`config.mk`:
```
export PLATFORM = sky130hd
export DESIGN_NAME = gjk_simplex_refiner_top
export DESIGN_NICKNAME = d
export VERILOG_FILES = /design/src/rtl/gjksr_pkg.sv /design/src/rtl/gjksr_dp.sv /design/src/rtl/gjksr_ctrl.sv /design/src/rtl/gjk_simplex_refiner_top.sv
export SDC_FILE = /design/constraint.sdc
export NUM_CORES = 2
export LEC_CHECK = 0
export BUFFER_PORTS_ARGS = -buffer_cell sky130_fd_sc_hd__buf_2
export CORE_ASPECT_RATIO = 0.7
export CORE_UTILIZATION = 60
export CTS_BUF_LIST = sky130_fd_sc_hd__clkbuf_8
export DETAILED_ROUTE_END_ITERATION = 7
export PLACE_DENSITY = 0.91
export RECOVER_POWER = 100
export REMOVE_ABC_BUFFERS = 1
export SLEW_MARGIN = 10
export SYNTH_ARGS = -nofsm -noshare
export SYNTH_HDL_FRONTEND = slang
export SYNTH_SLANG_ARGS = --single-unit
```
`constraint.sdc`:
```
create_clock -name aclk -period 9.83 [get_ports aclk]
set_clock_uncertainty 0.2 [all_clocks]
set_input_delay 1.4745 -clock aclk [delete_from_list [all_inputs] [get_ports aclk]]
set_output_delay 1.4745 -clock aclk [all_outputs]
set_load 0.005 [all_outputs]
```
`src/rtl/gjksr_pkg.sv`:
```
package gjksr_pkg;

    localparam int COORD_BITS_DEF = 12;
    localparam int DIR_BITS = 40;
    localparam logic [7:0] LIMIT_RESET = 8'd64;

    typedef enum logic [2:0] {
        STAT_CONT  = 3'd0,
        STAT_HIT   = 3'd1,
        STAT_SEP   = 3'd2,
        STAT_LIMIT = 3'd3,
        STAT_IDLE  = 3'd4
    } status_t;

    typedef enum logic [1:0] {
        OP_CROSS  = 2'd0,
        OP_DOT    = 2'd1,
        OP_SETDIR = 2'd2
    } op_t;

    typedef enum logic [2:0] {
        SS_AB = 3'd0,
        SS_AC = 3'd1,
        SS_AD = 3'd2,
        SS_AO = 3'd3,
        SS_IN = 3'd4
    } ssel_t;

    typedef enum logic [2:0] {
        WS_W0  = 3'd0,
        WS_W1  = 3'd1,
        WS_W2  = 3'd2,
        WS_DIR = 3'd3,
        WS_AB  = 3'd4,
        WS_AC  = 3'd5,
        WS_AD  = 3'd6,
        WS_AO  = 3'd7
    } wsel_t;

    typedef enum logic [1:0] {
        WD_W0 = 2'd0,
        WD_W1 = 2'd1,
        WD_W2 = 2'd2
    } wdst_t;

    typedef enum logic [2:0] {
        PM_NONE    = 3'd0,
        PM_START   = 3'd1,
        PM_PUSH    = 3'd2,
        PM_B_GETS_C = 3'd3,
        PM_SWAP_BC = 3'd4,
        PM_CD      = 3'd5,
        PM_DB      = 3'd6
    } perm_t;

    typedef struct packed {
        logic    go;
        op_t     op;
        ssel_t   ssel;
        wsel_t   wsel;
        wdst_t   dst;
        logic    neg;
        perm_t   perm;
        logic    load_in;
        logic    emit;
        status_t out_status;
        logic [2:0] out_count;
    } dp_cmd_t;

    typedef struct packed {
        logic done;
        logic pos;
        logic neg;
    } dp_stat_t;

endpackage

```
`src/rtl/gjksr_dp.sv`:
```
module gjksr_dp #(
    parameter int COORD_BITS = gjksr_pkg::COORD_BITS_DEF
) (
    input  logic                                    aclk,
    input  logic                                    aresetn,
    input  gjksr_pkg::dp_cmd_t                      cmd,
    output gjksr_pkg::dp_stat_t                     stat,
    input  logic signed [COORD_BITS-1:0]            pt_x,
    input  logic signed [COORD_BITS-1:0]            pt_y,
    input  logic signed [COORD_BITS-1:0]            pt_z,
    output logic [2:0]                              res_status,
    output logic signed [gjksr_pkg::DIR_BITS-1:0]   res_dir_x,
    output logic signed [gjksr_pkg::DIR_BITS-1:0]   res_dir_y,
    output logic signed [gjksr_pkg::DIR_BITS-1:0]   res_dir_z,
    output logic [2:0]                              res_count
);

    localparam int CB = COORD_BITS;
    localparam int DW = gjksr_pkg::DIR_BITS;
    localparam int SW = CB + 1;
    localparam int WW_MIN = 3 * SW + 2;
    localparam int WW = (WW_MIN > DW) ? WW_MIN : DW;
    localparam int PW = SW + WW;
    localparam int AW = PW + 2;
    localparam logic signed [WW:0] DMAX = {{(WW + 1 - DW){1'b0}}, 1'b0, {(DW - 1){1'b1}}};
    localparam logic signed [WW:0] DMIN = ~DMAX;

    logic signed [CB-1:0] p_reg [4][3];
    logic signed [CB-1:0] in_reg [3];
    logic signed [WW-1:0] w0_reg [3];
    logic signed [WW-1:0] w1_reg [3];
    logic signed [WW-1:0] w2_reg [3];
    logic signed [DW-1:0] dir_reg [3];

    logic signed [SW-1:0] ab [3];
    logic signed [SW-1:0] ac [3];
    logic signed [SW-1:0] ad [3];
    logic signed [SW-1:0] ao [3];
    logic signed [SW-1:0] iv [3];
    logic signed [SW-1:0] svec [3];
    logic signed [WW-1:0] wvec [3];
    logic signed [DW-1:0] fixed [3];

    logic                 busy_reg;
    gjksr_pkg::op_t       op_reg;
    gjksr_pkg::ssel_t     ssel_reg;
    gjksr_pkg::wsel_t     wsel_reg;
    gjksr_pkg::wdst_t     dst_reg;
    logic                 neg_reg;
    logic [2:0]           idx_reg;

    logic                 pv_reg;
    logic signed [PW-1:0] prod_reg;
    logic                 psub_reg;
    logic                 pfirst_reg;
    logic                 plast_reg;
    logic                 pfinal_reg;
    logic                 pcross_reg;
    logic [1:0]           pcomp_reg;
    logic signed [AW-1:0] acc_reg;

    logic                 done_reg;
    logic                 pos_reg;
    logic                 negf_reg;

    logic [1:0]           si;
    logic [1:0]           wi;
    logic                 isub;
    logic                 ifirst;
    logic                 ilast;
    logic                 ifinal;
    logic [1:0]           icomp;
    logic                 issue;
    logic signed [SW-1:0] s_op;
    logic signed [WW-1:0] w_op;
    logic signed [PW-1:0] prod_c;
    logic signed [AW-1:0] addend;
    logic signed [AW-1:0] acc_c;
    logic signed [WW-1:0] comp_val;

    always_comb begin
        for (int k = 0; k < 3; k++) begin
            ab[k] = SW'(p_reg[1][k]) - SW'(p_reg[0][k]);
            ac[k] = SW'(p_reg[2][k]) - SW'(p_reg[0][k]);
            ad[k] = SW'(p_reg[3][k]) - SW'(p_reg[0][k]);
            ao[k] = -SW'(p_reg[0][k]);
            iv[k] = SW'(in_reg[k]);
        end
    end

    always_comb begin
        for (int k = 0; k < 3; k++) begin
            unique case (ssel_reg)
                gjksr_pkg::SS_AB: svec[k] = ab[k];
                gjksr_pkg::SS_AC: svec[k] = ac[k];
                gjksr_pkg::SS_AD: svec[k] = ad[k];
                gjksr_pkg::SS_AO: svec[k] = ao[k];
                default:          svec[k] = iv[k];
            endcase
            unique case (wsel_reg)
                gjksr_pkg::WS_W0:  wvec[k] = w0_reg[k];
                gjksr_pkg::WS_W1:  wvec[k] = w1_reg[k];
                gjksr_pkg::WS_W2:  wvec[k] = w2_reg[k];
                gjksr_pkg::WS_DIR: wvec[k] = WW'(dir_reg[k]);
                gjksr_pkg::WS_AB:  wvec[k] = WW'(ab[k]);
                gjksr_pkg::WS_AC:  wvec[k] = WW'(ac[k]);
                gjksr_pkg::WS_AD:  wvec[k] = WW'(ad[k]);
                gjksr_pkg::WS_AO:  wvec[k] = WW'(ao[k]);
            endcase
        end
    end

    // product schedule: cross takes six terms, dot three
    always_comb begin
        si = 2'd0;
        wi = 2'd0;
        isub = 1'b0;
        ifirst = 1'b1;
        ilast = 1'b0;
        ifinal = 1'b0;
        icomp = 2'd0;
        if (op_reg == gjksr_pkg::OP_CROSS) begin
            unique case (idx_reg)
                3'd0: begin si = 2'd1; wi = 2'd2; end
                3'd1: begin si = 2'd2; wi = 2'd1; isub = 1'b1; ifirst = 1'b0; ilast = 1'b1; end
                3'd2: begin si = 2'd2; wi = 2'd0; icomp = 2'd1; end
                3'd3: begin
                    si = 2'd0; wi = 2'd2; isub = 1'b1; ifirst = 1'b0; ilast = 1'b1;
                    icomp = 2'd1;
                end
                3'd4: begin si = 2'd0; wi = 2'd1; icomp = 2'd2; end
                default: begin
                    si = 2'd1; wi = 2'd0; isub = 1'b1; ifirst = 1'b0; ilast = 1'b1;
                    ifinal = 1'b1; icomp = 2'd2;
                end
            endcase
            isub = isub ^ neg_reg;
        end else begin
            si = idx_reg[1:0];
            wi = idx_reg[1:0];
            ifirst = (idx_reg == 3'd0);
            ifinal = (idx_reg == 3'd2);
        end
    end

    assign issue  = busy_reg && (op_reg != gjksr_pkg::OP_SETDIR);
    assign s_op   = svec[si];
    assign w_op   = wvec[wi];
    assign prod_c = s_op * w_op;
    assign addend = psub_reg ? -AW'(prod_reg) : AW'(prod_reg);
    assign acc_c  = (pfirst_reg ? AW'(0) : acc_reg) + addend;
    assign comp_val = acc_c[WW-1:0];

    always_comb begin
        logic signed [WW:0] v;
        for (int k = 0; k < 3; k++) begin
            v = neg_reg ? -(WW + 1)'(wvec[k]) : (WW + 1)'(wvec[k]);
            if (v > DMAX) begin
                fixed[k] = DMAX[DW-1:0];
            end else if (v < DMIN) begin
                fixed[k] = DMIN[DW-1:0];
            end else begin
                fixed[k] = v[DW-1:0];
            end
        end
        if (fixed[0] == '0 && fixed[1] == '0 && fixed[2] == '0) begin
            fixed[0] = DW'(1);
        end
    end

    always_ff @(posedge aclk) begin
        if (!aresetn) begin
            busy_reg <= 1'b0;
            pv_reg   <= 1'b0;
            done_reg <= 1'b0;
        end else begin
            done_reg <= 1'b0;
            pv_reg   <= issue;
            if (cmd.go) begin
                busy_reg <= 1'b1;
            end else if (busy_reg && op_reg == gjksr_pkg::OP_SETDIR) begin
                busy_reg <= 1'b0;
                done_reg <= 1'b1;
            end else if (issue && ifinal) begin
                busy_reg <= 1'b0;
            end
            if (pv_reg && pfinal_reg) begin
                done_reg <= 1'b1;
            end
        end
    end

    always_ff @(posedge aclk) begin
        if (cmd.go) begin
            op_reg   <= cmd.op;
            ssel_reg <= cmd.ssel;
            wsel_reg <= cmd.wsel;
            dst_reg  <= cmd.dst;
            neg_reg  <= cmd.neg;
            idx_reg  <= 3'd0;
        end else if (issue) begin
            idx_reg <= idx_reg + 3'd1;
        end
        if (issue) begin
            prod_reg   <= prod_c;
            psub_reg   <= isub;
            pfirst_reg <= ifirst;
            plast_reg  <= ilast;
            pfinal_reg <= ifinal;
            pcross_reg <= (op_reg == gjksr_pkg::OP_CROSS);
            pcomp_reg  <= icomp;
        end
        if (pv_reg) begin
            acc_reg <= acc_c;
            if (pcross_reg && plast_reg) begin
                unique case (dst_reg)
                    gjksr_pkg::WD_W0: w0_reg[pcomp_reg] <= comp_val;
                    gjksr_pkg::WD_W1: w1_reg[pcomp_reg] <= comp_val;
                    default:          w2_reg[pcomp_reg] <= comp_val;
                endcase
            end
            if (pfinal_reg) begin
                pos_reg  <= !acc_c[AW-1] && (acc_c != '0);
                negf_reg <= acc_c[AW-1];
            end
        end
        if (busy_reg && op_reg == gjksr_pkg::OP_SETDIR) begin
            for (int k = 0; k < 3; k++) begin
                dir_reg[k] <= fixed[k];
            end
        end
        if (cmd.load_in) begin
            in_reg[0] <= pt_x;
            in_reg[1] <= pt_y;
            in_reg[2] <= pt_z;
        end
        unique case (cmd.perm)
            gjksr_pkg::PM_NONE: ;
            gjksr_pkg::PM_START: p_reg[0] <= in_reg;
            gjksr_pkg::PM_PUSH: begin
                p_reg[3] <= p_reg[2];
                p_reg[2] <= p_reg[1];
                p_reg[1] <= p_reg[0];
                p_reg[0] <= in_reg;
            end
            gjksr_pkg::PM_B_GETS_C: p_reg[1] <= p_reg[2];
            gjksr_pkg::PM_SWAP_BC: begin
                p_reg[1] <= p_reg[2];
                p_reg[2] <= p_reg[1];
            end
            gjksr_pkg::PM_CD: begin
                p_reg[1] <= p_reg[2];
                p_reg[2] <= p_reg[3];
            end
            gjksr_pkg::PM_DB: begin
                p_reg[1] <= p_reg[3];
                p_reg[2] <= p_reg[1];
            end
            default: ;
        endcase
        if (cmd.emit) begin
            res_status <= cmd.out_status;
            res_count  <= cmd.out_count;
            if (cmd.out_status == gjksr_pkg::STAT_CONT) begin
                res_dir_x <= dir_reg[0];
                res_dir_y <= dir_reg[1];
                res_dir_z <= dir_reg[2];
            end else begin
                res_dir_x <= '0;
                res_dir_y <= '0;
                res_dir_z <= '0;
            end
        end
    end

    assign stat.done = done_reg;
    assign stat.pos  = pos_reg;
    assign stat.neg  = negf_reg;

endmodule

```
`src/rtl/gjksr_ctrl.sv`:
```
module gjksr_ctrl (
    input  logic                aclk,
    input  logic                aresetn,
    input  logic                s_tvalid,
    output logic                s_tready,
    input  logic                action,
    output logic                m_tvalid,
    input  logic                m_tready,
    input  logic                cfg_we,
    input  logic [7:0]          cfg_wdata,
    output gjksr_pkg::dp_cmd_t  cmd,
    input  gjksr_pkg::dp_stat_t stat
);

    typedef enum logic [21:0] {
        S_IDLE    = 22'h000001,
        S_ST_LD   = 22'h000002,
        S_ST_DIR  = 22'h000004,
        S_SEP_DOT = 22'h000008,
        S_PUSH    = 22'h000010,
        S_LN_DOT  = 22'h000020,
        S_LN_X1   = 22'h000040,
        S_LN_X2   = 22'h000080,
        S_TR_N    = 22'h000100,
        S_TR_X1   = 22'h000200,
        S_TR_D1   = 22'h000400,
        S_TR_D2   = 22'h000800,
        S_TR_X2   = 22'h001000,
        S_TR_D3   = 22'h002000,
        S_TR_D4   = 22'h004000,
        S_TR_D5   = 22'h008000,
        S_TT_F    = 22'h010000,
        S_TT_FL   = 22'h020000,
        S_TT_D    = 22'h040000,
        S_FIN     = 22'h080000,
        S_FIN_DIR = 22'h100000,
        S_EMIT    = 22'h200000
    } state_t;

    state_t               state_reg, state_next;
    logic                 issued_reg, issued_next;
    logic [2:0]           count_reg, count_next;
    logic [7:0]           steps_reg, steps_next;
    logic [7:0]           limit_reg, limit_next;
    logic                 active_reg, active_next;
    gjksr_pkg::status_t   status_reg, status_next;
    logic                 flip_reg, flip_next;
    logic [1:0]           face_reg, face_next;
    gjksr_pkg::wsel_t     ndsel_reg, ndsel_next;
    logic                 ndneg_reg, ndneg_next;
    logic                 ov_reg, ov_next;
    logic                 compute;
    logic                 hit;
    logic [2:0]           cn;

    assign cn = ((count_reg > 3'd3) ? 3'd3 : count_reg) + 3'd1;
    assign hit = flip_reg ? stat.neg : stat.pos;
    assign s_tready = (state_reg == S_IDLE);
    assign m_tvalid = ov_reg;

    always_comb begin
        state_next  = state_reg;
        issued_next = issued_reg;
        count_next  = count_reg;
        steps_next  = steps_reg;
        limit_next  = limit_reg;
        active_next = active_reg;
        status_next = status_reg;
        flip_next   = flip_reg;
        face_next   = face_reg;
        ndsel_next  = ndsel_reg;
        ndneg_next  = ndneg_reg;
        ov_next     = ov_reg;
        compute     = 1'b0;
        cmd         = '0;
        cmd.out_status = status_reg;
        cmd.out_count  = count_reg;
        if (ov_reg && m_tready) begin
            ov_next = 1'b0;
        end
        if (cfg_we) begin
            limit_next = cfg_wdata;
        end
        unique case (state_reg)
            S_IDLE: begin
                if (s_tvalid) begin
                    cmd.load_in = 1'b1;
                    if (!action) begin
                        state_next = S_ST_LD;
                    end else if (!active_reg) begin
                        status_next = gjksr_pkg::STAT_IDLE;
                        state_next  = S_EMIT;
                    end else begin
                        steps_next = steps_reg + 8'd1;
                        state_next = S_SEP_DOT;
                    end
                end
            end
            S_ST_LD: begin
                cmd.perm    = gjksr_pkg::PM_START;
                count_next  = 3'd1;
                steps_next  = 8'd0;
                active_next = 1'b1;
                state_next  = S_ST_DIR;
            end
            S_ST_DIR: begin
                compute  = 1'b1;
                cmd.op   = gjksr_pkg::OP_SETDIR;
                cmd.wsel = gjksr_pkg::WS_AO;
                if (stat.done) begin
                    status_next = gjksr_pkg::STAT_CONT;
                    state_next  = S_EMIT;
                end
            end
            S_SEP_DOT: begin
                compute  = 1'b1;
                cmd.op   = gjksr_pkg::OP_DOT;
                cmd.ssel = gjksr_pkg::SS_IN;
                cmd.wsel = gjksr_pkg::WS_DIR;
                if (stat.done) begin
                    if (stat.neg) begin
                        status_next = gjksr_pkg::STAT_SEP;
                        active_next = 1'b0;
                        state_next  = S_EMIT;
                    end else begin
                        state_next = S_PUSH;
                    end
                end
            end
            S_PUSH: begin
                cmd.perm   = gjksr_pkg::PM_PUSH;
                count_next = cn;
                face_next  = 2'd0;
                if (cn == 3'd2) begin
                    state_next = S_LN_DOT;
                end else if (cn == 3'd3) begin
                    state_next = S_TR_N;
                end else begin
                    state_next = S_TT_F;
                end
            end
            S_LN_DOT: begin
                compute  = 1'b1;
                cmd.op   = gjksr_pkg::OP_DOT;
                cmd.ssel = gjksr_pkg::SS_AB;
                cmd.wsel = gjksr_pkg::WS_AO;
                if (stat.done) begin
                    if (stat.pos) begin
                        state_next = S_LN_X1;
                    end else begin
                        count_next = 3'd1;
                        ndsel_next = gjksr_pkg::WS_AO;
                        ndneg_next = 1'b0;
                        state_next = S_FIN;
                    end
                end
            end
            S_LN_X1: begin
                compute  = 1'b1;
                cmd.op   = gjksr_pkg::OP_CROSS;
                cmd.ssel = gjksr_pkg::SS_AB;
                cmd.wsel = gjksr_pkg::WS_AO;
                cmd.dst  = gjksr_pkg::WD_W0;
                if (stat.done) begin
                    state_next = S_LN_X2;
                end
            end
            S_LN_X2: begin
                compute  = 1'b1;
                cmd.op   = gjksr_pkg::OP_CROSS;
                cmd.ssel = gjksr_pkg::SS_AB;
                cmd.wsel = gjksr_pkg::WS_W0;
                cmd.dst  = gjksr_pkg::WD_W1;
                cmd.neg  = 1'b1;
                if (stat.done) begin
                    ndsel_next = gjksr_pkg::WS_W1;
                    ndneg_next = 1'b0;
                    state_next = S_FIN;
                end
            end
            S_TR_N: begin
                compute  = 1'b1;
                cmd.op   = gjksr_pkg::OP_CROSS;
                cmd.ssel = gjksr_pkg::SS_AB;
                cmd.wsel = gjksr_pkg::WS_AC;
                cmd.dst  = gjksr_pkg::WD_W2;
                if (stat.done) begin
                    state_next = S_TR_X1;
                end
            end
            S_TR_X1: begin
                compute  = 1'b1;
                cmd.op   = gjksr_pkg::OP_CROSS;
                cmd.ssel = gjksr_pkg::SS_AB;
                cmd.wsel = gjksr_pkg::WS_W2;
                cmd.dst  = gjksr_pkg::WD_W0;
                if (stat.done) begin
                    state_next = S_TR_D1;
                end
            end
            S_TR_D1: begin
                compute  = 1'b1;
                cmd.op   = gjksr_pkg::OP_DOT;
                cmd.ssel = gjksr_pkg::SS_AO;
                cmd.wsel = gjksr_pkg::WS_W0;
                if (stat.done) begin
                    state_next = stat.pos ? S_TR_D2 : S_TR_X2;
                end
            end
            S_TR_D2: begin
                compute  = 1'b1;
                cmd.op   = gjksr_pkg::OP_DOT;
                cmd.ssel = gjksr_pkg::SS_AB;
                cmd.wsel = gjksr_pkg::WS_AO;
                if (stat.done) begin
                    if (stat.pos) begin
                        count_next = 3'd2;
                        state_next = S_LN_X1;
                    end else begin
                        count_next = 3'd1;
                        ndsel_next = gjksr_pkg::WS_AO;
                        ndneg_next = 1'b0;
                        state_next = S_FIN;
                    end
                end
            end
            S_TR_X2: begin
                compute  = 1'b1;
                cmd.op   = gjksr_pkg::OP_CROSS;
                cmd.ssel = gjksr_pkg::SS_AC;
                cmd.wsel = gjksr_pkg::WS_W2;
                cmd.dst  = gjksr_pkg::WD_W0;
                cmd.neg  = 1'b1;
                if (stat.done) begin
                    state_next = S_TR_D3;
                end
            end
            S_TR_D3: begin
                compute  = 1'b1;
                cmd.op   = gjksr_pkg::OP_DOT;
                cmd.ssel = gjksr_pkg::SS_AO;
                cmd.wsel = gjksr_pkg::WS_W0;
                if (stat.done) begin
                    state_next = stat.pos ? S_TR_D4 : S_TR_D5;
                end
            end
            S_TR_D4: begin
                compute  = 1'b1;
                cmd.op   = gjksr_pkg::OP_DOT;
                cmd.ssel = gjksr_pkg::SS_AC;
                cmd.wsel = gjksr_pkg::WS_AO;
                if (stat.done) begin
                    if (stat.pos) begin
                        cmd.perm   = gjksr_pkg::PM_B_GETS_C;
                        count_next = 3'd2;
                        state_next = S_LN_X1;
                    end else begin
                        count_next = 3'd1;
                        ndsel_next = gjksr_pkg::WS_AO;
                        ndneg_next = 1'b0;
                        state_next = S_FIN;
                    end
                end
            end
            S_TR_D5: begin
                compute  = 1'b1;
                cmd.op   = gjksr_pkg::OP_DOT;
                cmd.ssel = gjksr_pkg::SS_AO;
                cmd.wsel = gjksr_pkg::WS_W2;
                if (stat.done) begin
                    ndsel_next = gjksr_pkg::WS_W2;
                    if (stat.pos) begin
                        ndneg_next = 1'b0;
                    end else begin
                        cmd.perm   = gjksr_pkg::PM_SWAP_BC;
                        ndneg_next = 1'b1;
                    end
                    state_next = S_FIN;
                end
            end
            S_TT_F: begin
                compute = 1'b1;
                cmd.op  = gjksr_pkg::OP_CROSS;
                cmd.dst = gjksr_pkg::WD_W1;
                unique case (face_reg)
                    2'd0: begin cmd.ssel = gjksr_pkg::SS_AB; cmd.wsel = gjksr_pkg::WS_AC; end
                    2'd1: begin cmd.ssel = gjksr_pkg::SS_AC; cmd.wsel = gjksr_pkg::WS_AD; end
                    default: begin
                        cmd.ssel = gjksr_pkg::SS_AD;
                        cmd.wsel = gjksr_pkg::WS_AB;
                    end
                endcase
                if (stat.done) begin
                    state_next = S_TT_FL;
                end
            end
            S_TT_FL: begin
                compute  = 1'b1;
                cmd.op   = gjksr_pkg::OP_DOT;
                cmd.wsel = gjksr_pkg::WS_W1;
                unique case (face_reg)
                    2'd0:    cmd.ssel = gjksr_pkg::SS_AD;
                    2'd1:    cmd.ssel = gjksr_pkg::SS_AB;
                    default: cmd.ssel = gjksr_pkg::SS_AC;
                endcase
                if (stat.done) begin
                    flip_next  = stat.pos;
                    state_next = S_TT_D;
                end
            end
            S_TT_D: begin
                compute  = 1'b1;
                cmd.op   = gjksr_pkg::OP_DOT;
                cmd.ssel = gjksr_pkg::SS_AO;
                cmd.wsel = gjksr_pkg::WS_W1;
                if (stat.done) begin
                    if (hit) begin
                        count_next = 3'd3;
                        unique case (face_reg)
                            2'd0:    cmd.perm = gjksr_pkg::PM_NONE;
                            2'd1:    cmd.perm = gjksr_pkg::PM_CD;
                            default: cmd.perm = gjksr_pkg::PM_DB;
                        endcase
                        state_next = S_TR_N;
                    end else if (face_reg == 2'd2) begin
                        status_next = gjksr_pkg::STAT_HIT;
                        active_next = 1'b0;
                        state_next  = S_EMIT;
                    end else begin
                        face_next  = face_reg + 2'd1;
                        state_next = S_TT_F;
                    end
                end
            end
            S_FIN: begin
                if (steps_reg >= limit_reg) begin
                    status_next = gjksr_pkg::STAT_LIMIT;
                    active_next = 1'b0;
                    state_next  = S_EMIT;
                end else begin
                    state_next = S_FIN_DIR;
                end
            end
            S_FIN_DIR: begin
                compute  = 1'b1;
                cmd.op   = gjksr_pkg::OP_SETDIR;
                cmd.wsel = ndsel_reg;
                cmd.neg  = ndneg_reg;
                if (stat.done) begin
                    status_next = gjksr_pkg::STAT_CONT;
                    state_next  = S_EMIT;
                end
            end
            S_EMIT: begin
                if (!ov_reg || m_tready) begin
                    cmd.emit   = 1'b1;
                    ov_next    = 1'b1;
                    state_next = S_IDLE;
                end
            end
            default: state_next = S_IDLE;
        endcase
        if (compute && !issued_reg) begin
            cmd.go      = 1'b1;
            issued_next = 1'b1;
        end
        if (stat.done) begin
            issued_next = 1'b0;
        end
    end

    always_ff @(posedge aclk) begin
        if (!aresetn) begin
            state_reg  <= S_IDLE;
            issued_reg <= 1'b0;
            count_reg  <= 3'd0;
            steps_reg  <= 8'd0;
            limit_reg  <= gjksr_pkg::LIMIT_RESET;
            active_reg <= 1'b0;
            status_reg <= gjksr_pkg::STAT_CONT;
            flip_reg   <= 1'b0;
            face_reg   <= 2'd0;
            ndsel_reg  <= gjksr_pkg::WS_AO;
            ndneg_reg  <= 1'b0;
            ov_reg     <= 1'b0;
        end else begin
            state_reg  <= state_next;
            issued_reg <= issued_next;
            count_reg  <= count_next;
            steps_reg  <= steps_next;
            limit_reg  <= limit_next;
            active_reg <= active_next;
            status_reg <= status_next;
            flip_reg   <= flip_next;
            face_reg   <= face_next;
            ndsel_reg  <= ndsel_next;
            ndneg_reg  <= ndneg_next;
            ov_reg     <= ov_next;
        end
    end

endmodule

```
`src/rtl/gjk_simplex_refiner_top.sv`:
```
// GJK simplex refinement core, exact integer arithmetic.
// Input stream s_*: one item per support point. s_tuser is the action
// (0 start a query, 1 add a point); s_tdata carries x, y, z.
// Result stream m_*: exactly one item per input item. m_tuser is the
// status; m_tdata carries dir_x, dir_y, dir_z and vertex_count.
// cfg_we/cfg_wdata write the iteration limit (reset value 64).
// Items are handled one at a time. The single shared signed multiplier
// runs every cross product and every dot product, one after the other,
// under the step controller.
// The result register frees the input side: the next item is taken while
// a result still waits, and the block holds before writing a new result
// while that result still waits and m_tready is low.
// Reset clears the query, the counters and the output valid; the limit
// returns to 64. No clearing pass is needed.
module gjk_simplex_refiner_top #(
    parameter int COORD_BITS = gjksr_pkg::COORD_BITS_DEF,
    localparam int IN_W = ((3 * COORD_BITS + 7) / 8) * 8,
    localparam int OUT_W = ((3 * gjksr_pkg::DIR_BITS + 3 + 7) / 8) * 8
) (
    input  logic             aclk,
    input  logic             aresetn,
    input  logic             s_tvalid,
    output logic             s_tready,
    input  logic [IN_W-1:0]  s_tdata,   // point_x, point_y, point_z
    input  logic             s_tuser,   // action
    output logic             m_tvalid,
    input  logic             m_tready,
    output logic [OUT_W-1:0] m_tdata,   // dir_x, dir_y, dir_z, vertex_count
    output logic [2:0]       m_tuser,   // status
    input  logic             cfg_we,
    input  logic [7:0]       cfg_wdata
);

    localparam int CB = COORD_BITS;
    localparam int DW = gjksr_pkg::DIR_BITS;

    gjksr_pkg::dp_cmd_t  cmd;
    gjksr_pkg::dp_stat_t stat;
    logic signed [DW-1:0] dir_x;
    logic signed [DW-1:0] dir_y;
    logic signed [DW-1:0] dir_z;
    logic [2:0]           vcount;

    gjksr_ctrl u_ctrl (
        .aclk      (aclk),
        .aresetn   (aresetn),
        .s_tvalid  (s_tvalid),
        .s_tready  (s_tready),
        .action    (s_tuser),
        .m_tvalid  (m_tvalid),
        .m_tready  (m_tready),
        .cfg_we    (cfg_we),
        .cfg_wdata (cfg_wdata),
        .cmd       (cmd),
        .stat      (stat)
    );

    gjksr_dp #(
        .COORD_BITS (COORD_BITS)
    ) u_dp (
        .aclk       (aclk),
        .aresetn    (aresetn),
        .cmd        (cmd),
        .stat       (stat),
        .pt_x       (s_tdata[CB-1:0]),
        .pt_y       (s_tdata[2*CB-1:CB]),
        .pt_z       (s_tdata[3*CB-1:2*CB]),
        .res_status (m_tuser),
        .res_dir_x  (dir_x),
        .res_dir_y  (dir_y),
        .res_dir_z  (dir_z),
        .res_count  (vcount)
    );

    assign m_tdata = {{(OUT_W - 3 * DW - 3){1'b0}}, vcount, dir_z, dir_y, dir_x};

endmodule

```
==> flow_summary.yaml <==
job:
  maxCapViolations: 28
detailed_routing:
  via_per_inst: 6.67
  wirelength_um: 297000
  post_drt_wl_per_cell_um: 28.0
  ant_nets: 0
  vias: 70700
  drtIter0Drc: 11900
  first_pass_iters: 8
  post-route-drc-count: 36
synthesis:
  ys_types: 117
  synth_seq_cells: 985
  yosys_warnings: 0
  async_flop_share: 0
  synth_area_per_cell_um2: 10.1
  yosys_most_used_dff: "edfxtp_1"
  syn-cell-area_um2: 74700
  syn-instance-count: 7367
  seq_area_frac_synth: 0.388
  synth-edff-count: 925
global_route:
  grtUsageTotal: 0.454
  top_usage_layer: "met1"
  grt_overflow: 0
  antenna_found_initial: 19
  grt_pass1_vias: 67300
  grtUsageMet2: 0.620
  grt_util_met1: 0.632
  use_met3: 0.199
  grt_pass1_wl_um: 424000
  grt_max_degree: 102
critical_path:
  slowest_stage: "fa_1"
  path_max_fanout: 6
  path_class: "register to register"
  crit_top_cell: "buf_4"
  required_ns: 10.27
  cp-start-kind: "register"
  arrival_ns: 11.39
  max_stage_delay_ns: 0.60
  cp-end-kind: "register"
final_layout:
  multiInputGateArea_um2: 44300
  seq_area_um2: 29000
  layout-drive-gt1-share: 0.251
  area_delta_synth_final_pct: 24.0
  nets: 9667
  largest_register_ffs: 144
  layout_common_cells: "buf_4 (1350), edfxtp_1 (925), nand2_1 (657), nor2_1 (639), inv_1 (543)"
  fillers: 8041
  final_common_cell: "buf_4"
  fin_cells: 10600
clock_network:
  cts_tree: "built"
  root_buffer: "clkbuf_8"
  cts_buffer_depth: 3
  insertion_delay_ns: 0.92
  cts_sinks: 985
  cts_buffers: 152
  htreeDepth: 4
  hold_buffers: 0
  path_clk_slew_ns: 0.07
placed_design:
  dp_hpwl_um: 222000
  port_buffers: 177
  place.gp.congestion: 1.13
  dp.cells: 10200
timing:
  worstMarginPinSlew_ns: 4.63
  timing.final.crit_share: 1.11
  fmax_ghz: 0.0914
  final_hold_viol_count: 0
  layout_min_cycle_time_ns: 10.94
  setup_violations: 15
  worst_slack_ns: -1.11
  slew_headroom: -2.09
  rsz0062_at_grt: "true"
  drv_slew: 1125
outcome:
  status: "finished, violations left"
  violations: "DRC, capacitance limit, slew limit, setup timing"
worst_hold_path:
  holdCritPathClass: "register to register"
die:
  start_util: 0.609
  die_x_um: 424
  fp-row-count: 107
  dieArea_um2: 126000
  die_y_um: 297
  pin_count: 187
  core_area_um2: 122000
[synth_stat cells (55+ instances only)]
| cell type | number | share of area |
|---|---|---|
| edfxtp_1 | 925 | 0.37 |
| nand2_1 | 666 | 0.033 |
| nor2_1 | 657 | 0.033 |
| inv_1 | 513 | 0.026 |
| fa_1 | 481 | 0.13 |
| a21oi_1 | 416 | 0.028 |
| o21ai_0 | 394 | 0.026 |
| ha_1 | 313 | 0.052 |
| xnor2_1 | 267 | 0.031 |
| clkbuf_1 | 255 | 0.013 |
| and2_1 | 199 | 0.017 |
| nor3_1 | 174 | 0.012 |
| nor2b_1 | 168 | 0.014 |
| mux2i_1 | 132 | 0.018 |
| nand3_1 | 109 | 0.0073 |
| nand2b_1 | 87 | 0.0073 |
| o22ai_1 | 82 | 0.0069 |
| xor2_1 | 81 | 0.0095 |
| a31oi_1 | 75 | 0.0063 |
| a21o_1 | 74 | 0.0074 |
| or3_1 | 69 | 0.0058 |
| dfxtp_1 | 60 | 0.016 |
| o21a_1 | 59 | 0.0059 |
| mux2_2 | 55 | 0.0083 |
| nand4_1 | 55 | 0.0046 |
[routing by layer]
metal	share of wire	vias to the layer above
met1	0.37	33700
met4	0.054	14
li1	-	29400
met3	0.18	1229
met2	0.40	6298
met5	0.00043	-
[cells by family (layout without fill, tap and decap cells)]
group | Yosys count | in the layout | synth area share
AOI/OAI and AO/OA | 1673 | 1673 | 0.147
xor gates and xnor gates | 348 | 348 | 0.0408
adders and majority gates | 794 | 794 | 0.181
buffers and inverters | 882 | 2451 | 0.0474
DFF | 985 | 985 | 0.388
muxes | 208 | 208 | 0.0315
other | 1 | 19 | 0.0000502
and+or+nand+nor | 2476 | 2476 | 0.163
[through the flow]
step | TNS, ns | util | worst slack (ns) | hold WS, ns | area [µm²]
3_5_place_dp | -15.43 | 0.713 | -1.48 | 0.261 | 87300
6_report | -7.98 | 0.756 | -1.11 | 0.262 | 92600
2_1_floorplan | -532.57 | - | -7.35 | 0.217 | 73100
4_1_cts | -3.52 | 0.745 | -0.843 | 0.268 | 91200
3_3_place_gp | -11.81 | 0.713 | -1.28 | 0.248 | 87300
5_1_grt | -10.71 | 0.756 | -1.26 | 0.276 | 92600
[critical path: cells and delay by family, from the launching register on]
kind,cells,cell delay (ns)
AOI/OAI and AO/OA,15,2.89
xor gates and xnor gates,1,0.08
adders and majority gates,8,3.42
buffers and inverters,12,1.90
and+or+nand+nor,8,1.72
DFF,1,0.45
[worst paths after layout]
kind | startpoint | to | slack, ns | depth (start not counted)
setup / recovery | u_dp.p_reg[0][24]$_DFFE_PP_ | u_dp.prod_reg[53]$_DFFE_PP_ | -1.11 | 44
setup reg to reg | u_dp.p_reg[0][24]$_DFFE_PP_ | u_dp.prod_reg[53]$_DFFE_PP_ | -1.11 | 44
hold reg to reg | u_dp.in_reg[19]$_DFFE_PP_ | u_dp.p_reg[0][19]$_DFFE_PP_ | 0.26 | 0
hold / removal | u_dp.in_reg[19]$_DFFE_PP_ | u_dp.p_reg[0][19]$_DFFE_PP_ | 0.26 | 0
[cell type report]
cell class | count | area share
clock inverter | 119 | 0.00874
tap | 1635 | 0.0221
timing repair buffer | 1657 | 0.133
clock buffer | 156 | 0.0232
multi-input combinational | 5504 | 0.478
antenna | 14 | 0.000378
sequential | 985 | 0.313
inverter | 519 | 0.0210
[timing repair]
item | CTS | global route
setup endpoints to repair | 22 | 25
setup buffers | 32 | 47
resized for setup | 176 | 271
gates cloned | 0 | 2
pin swaps | 71 | 149
Power is left out: the tool's default activity adds up to more than one toggle a clock period on the data nets, which glitch-free logic cannot reach.
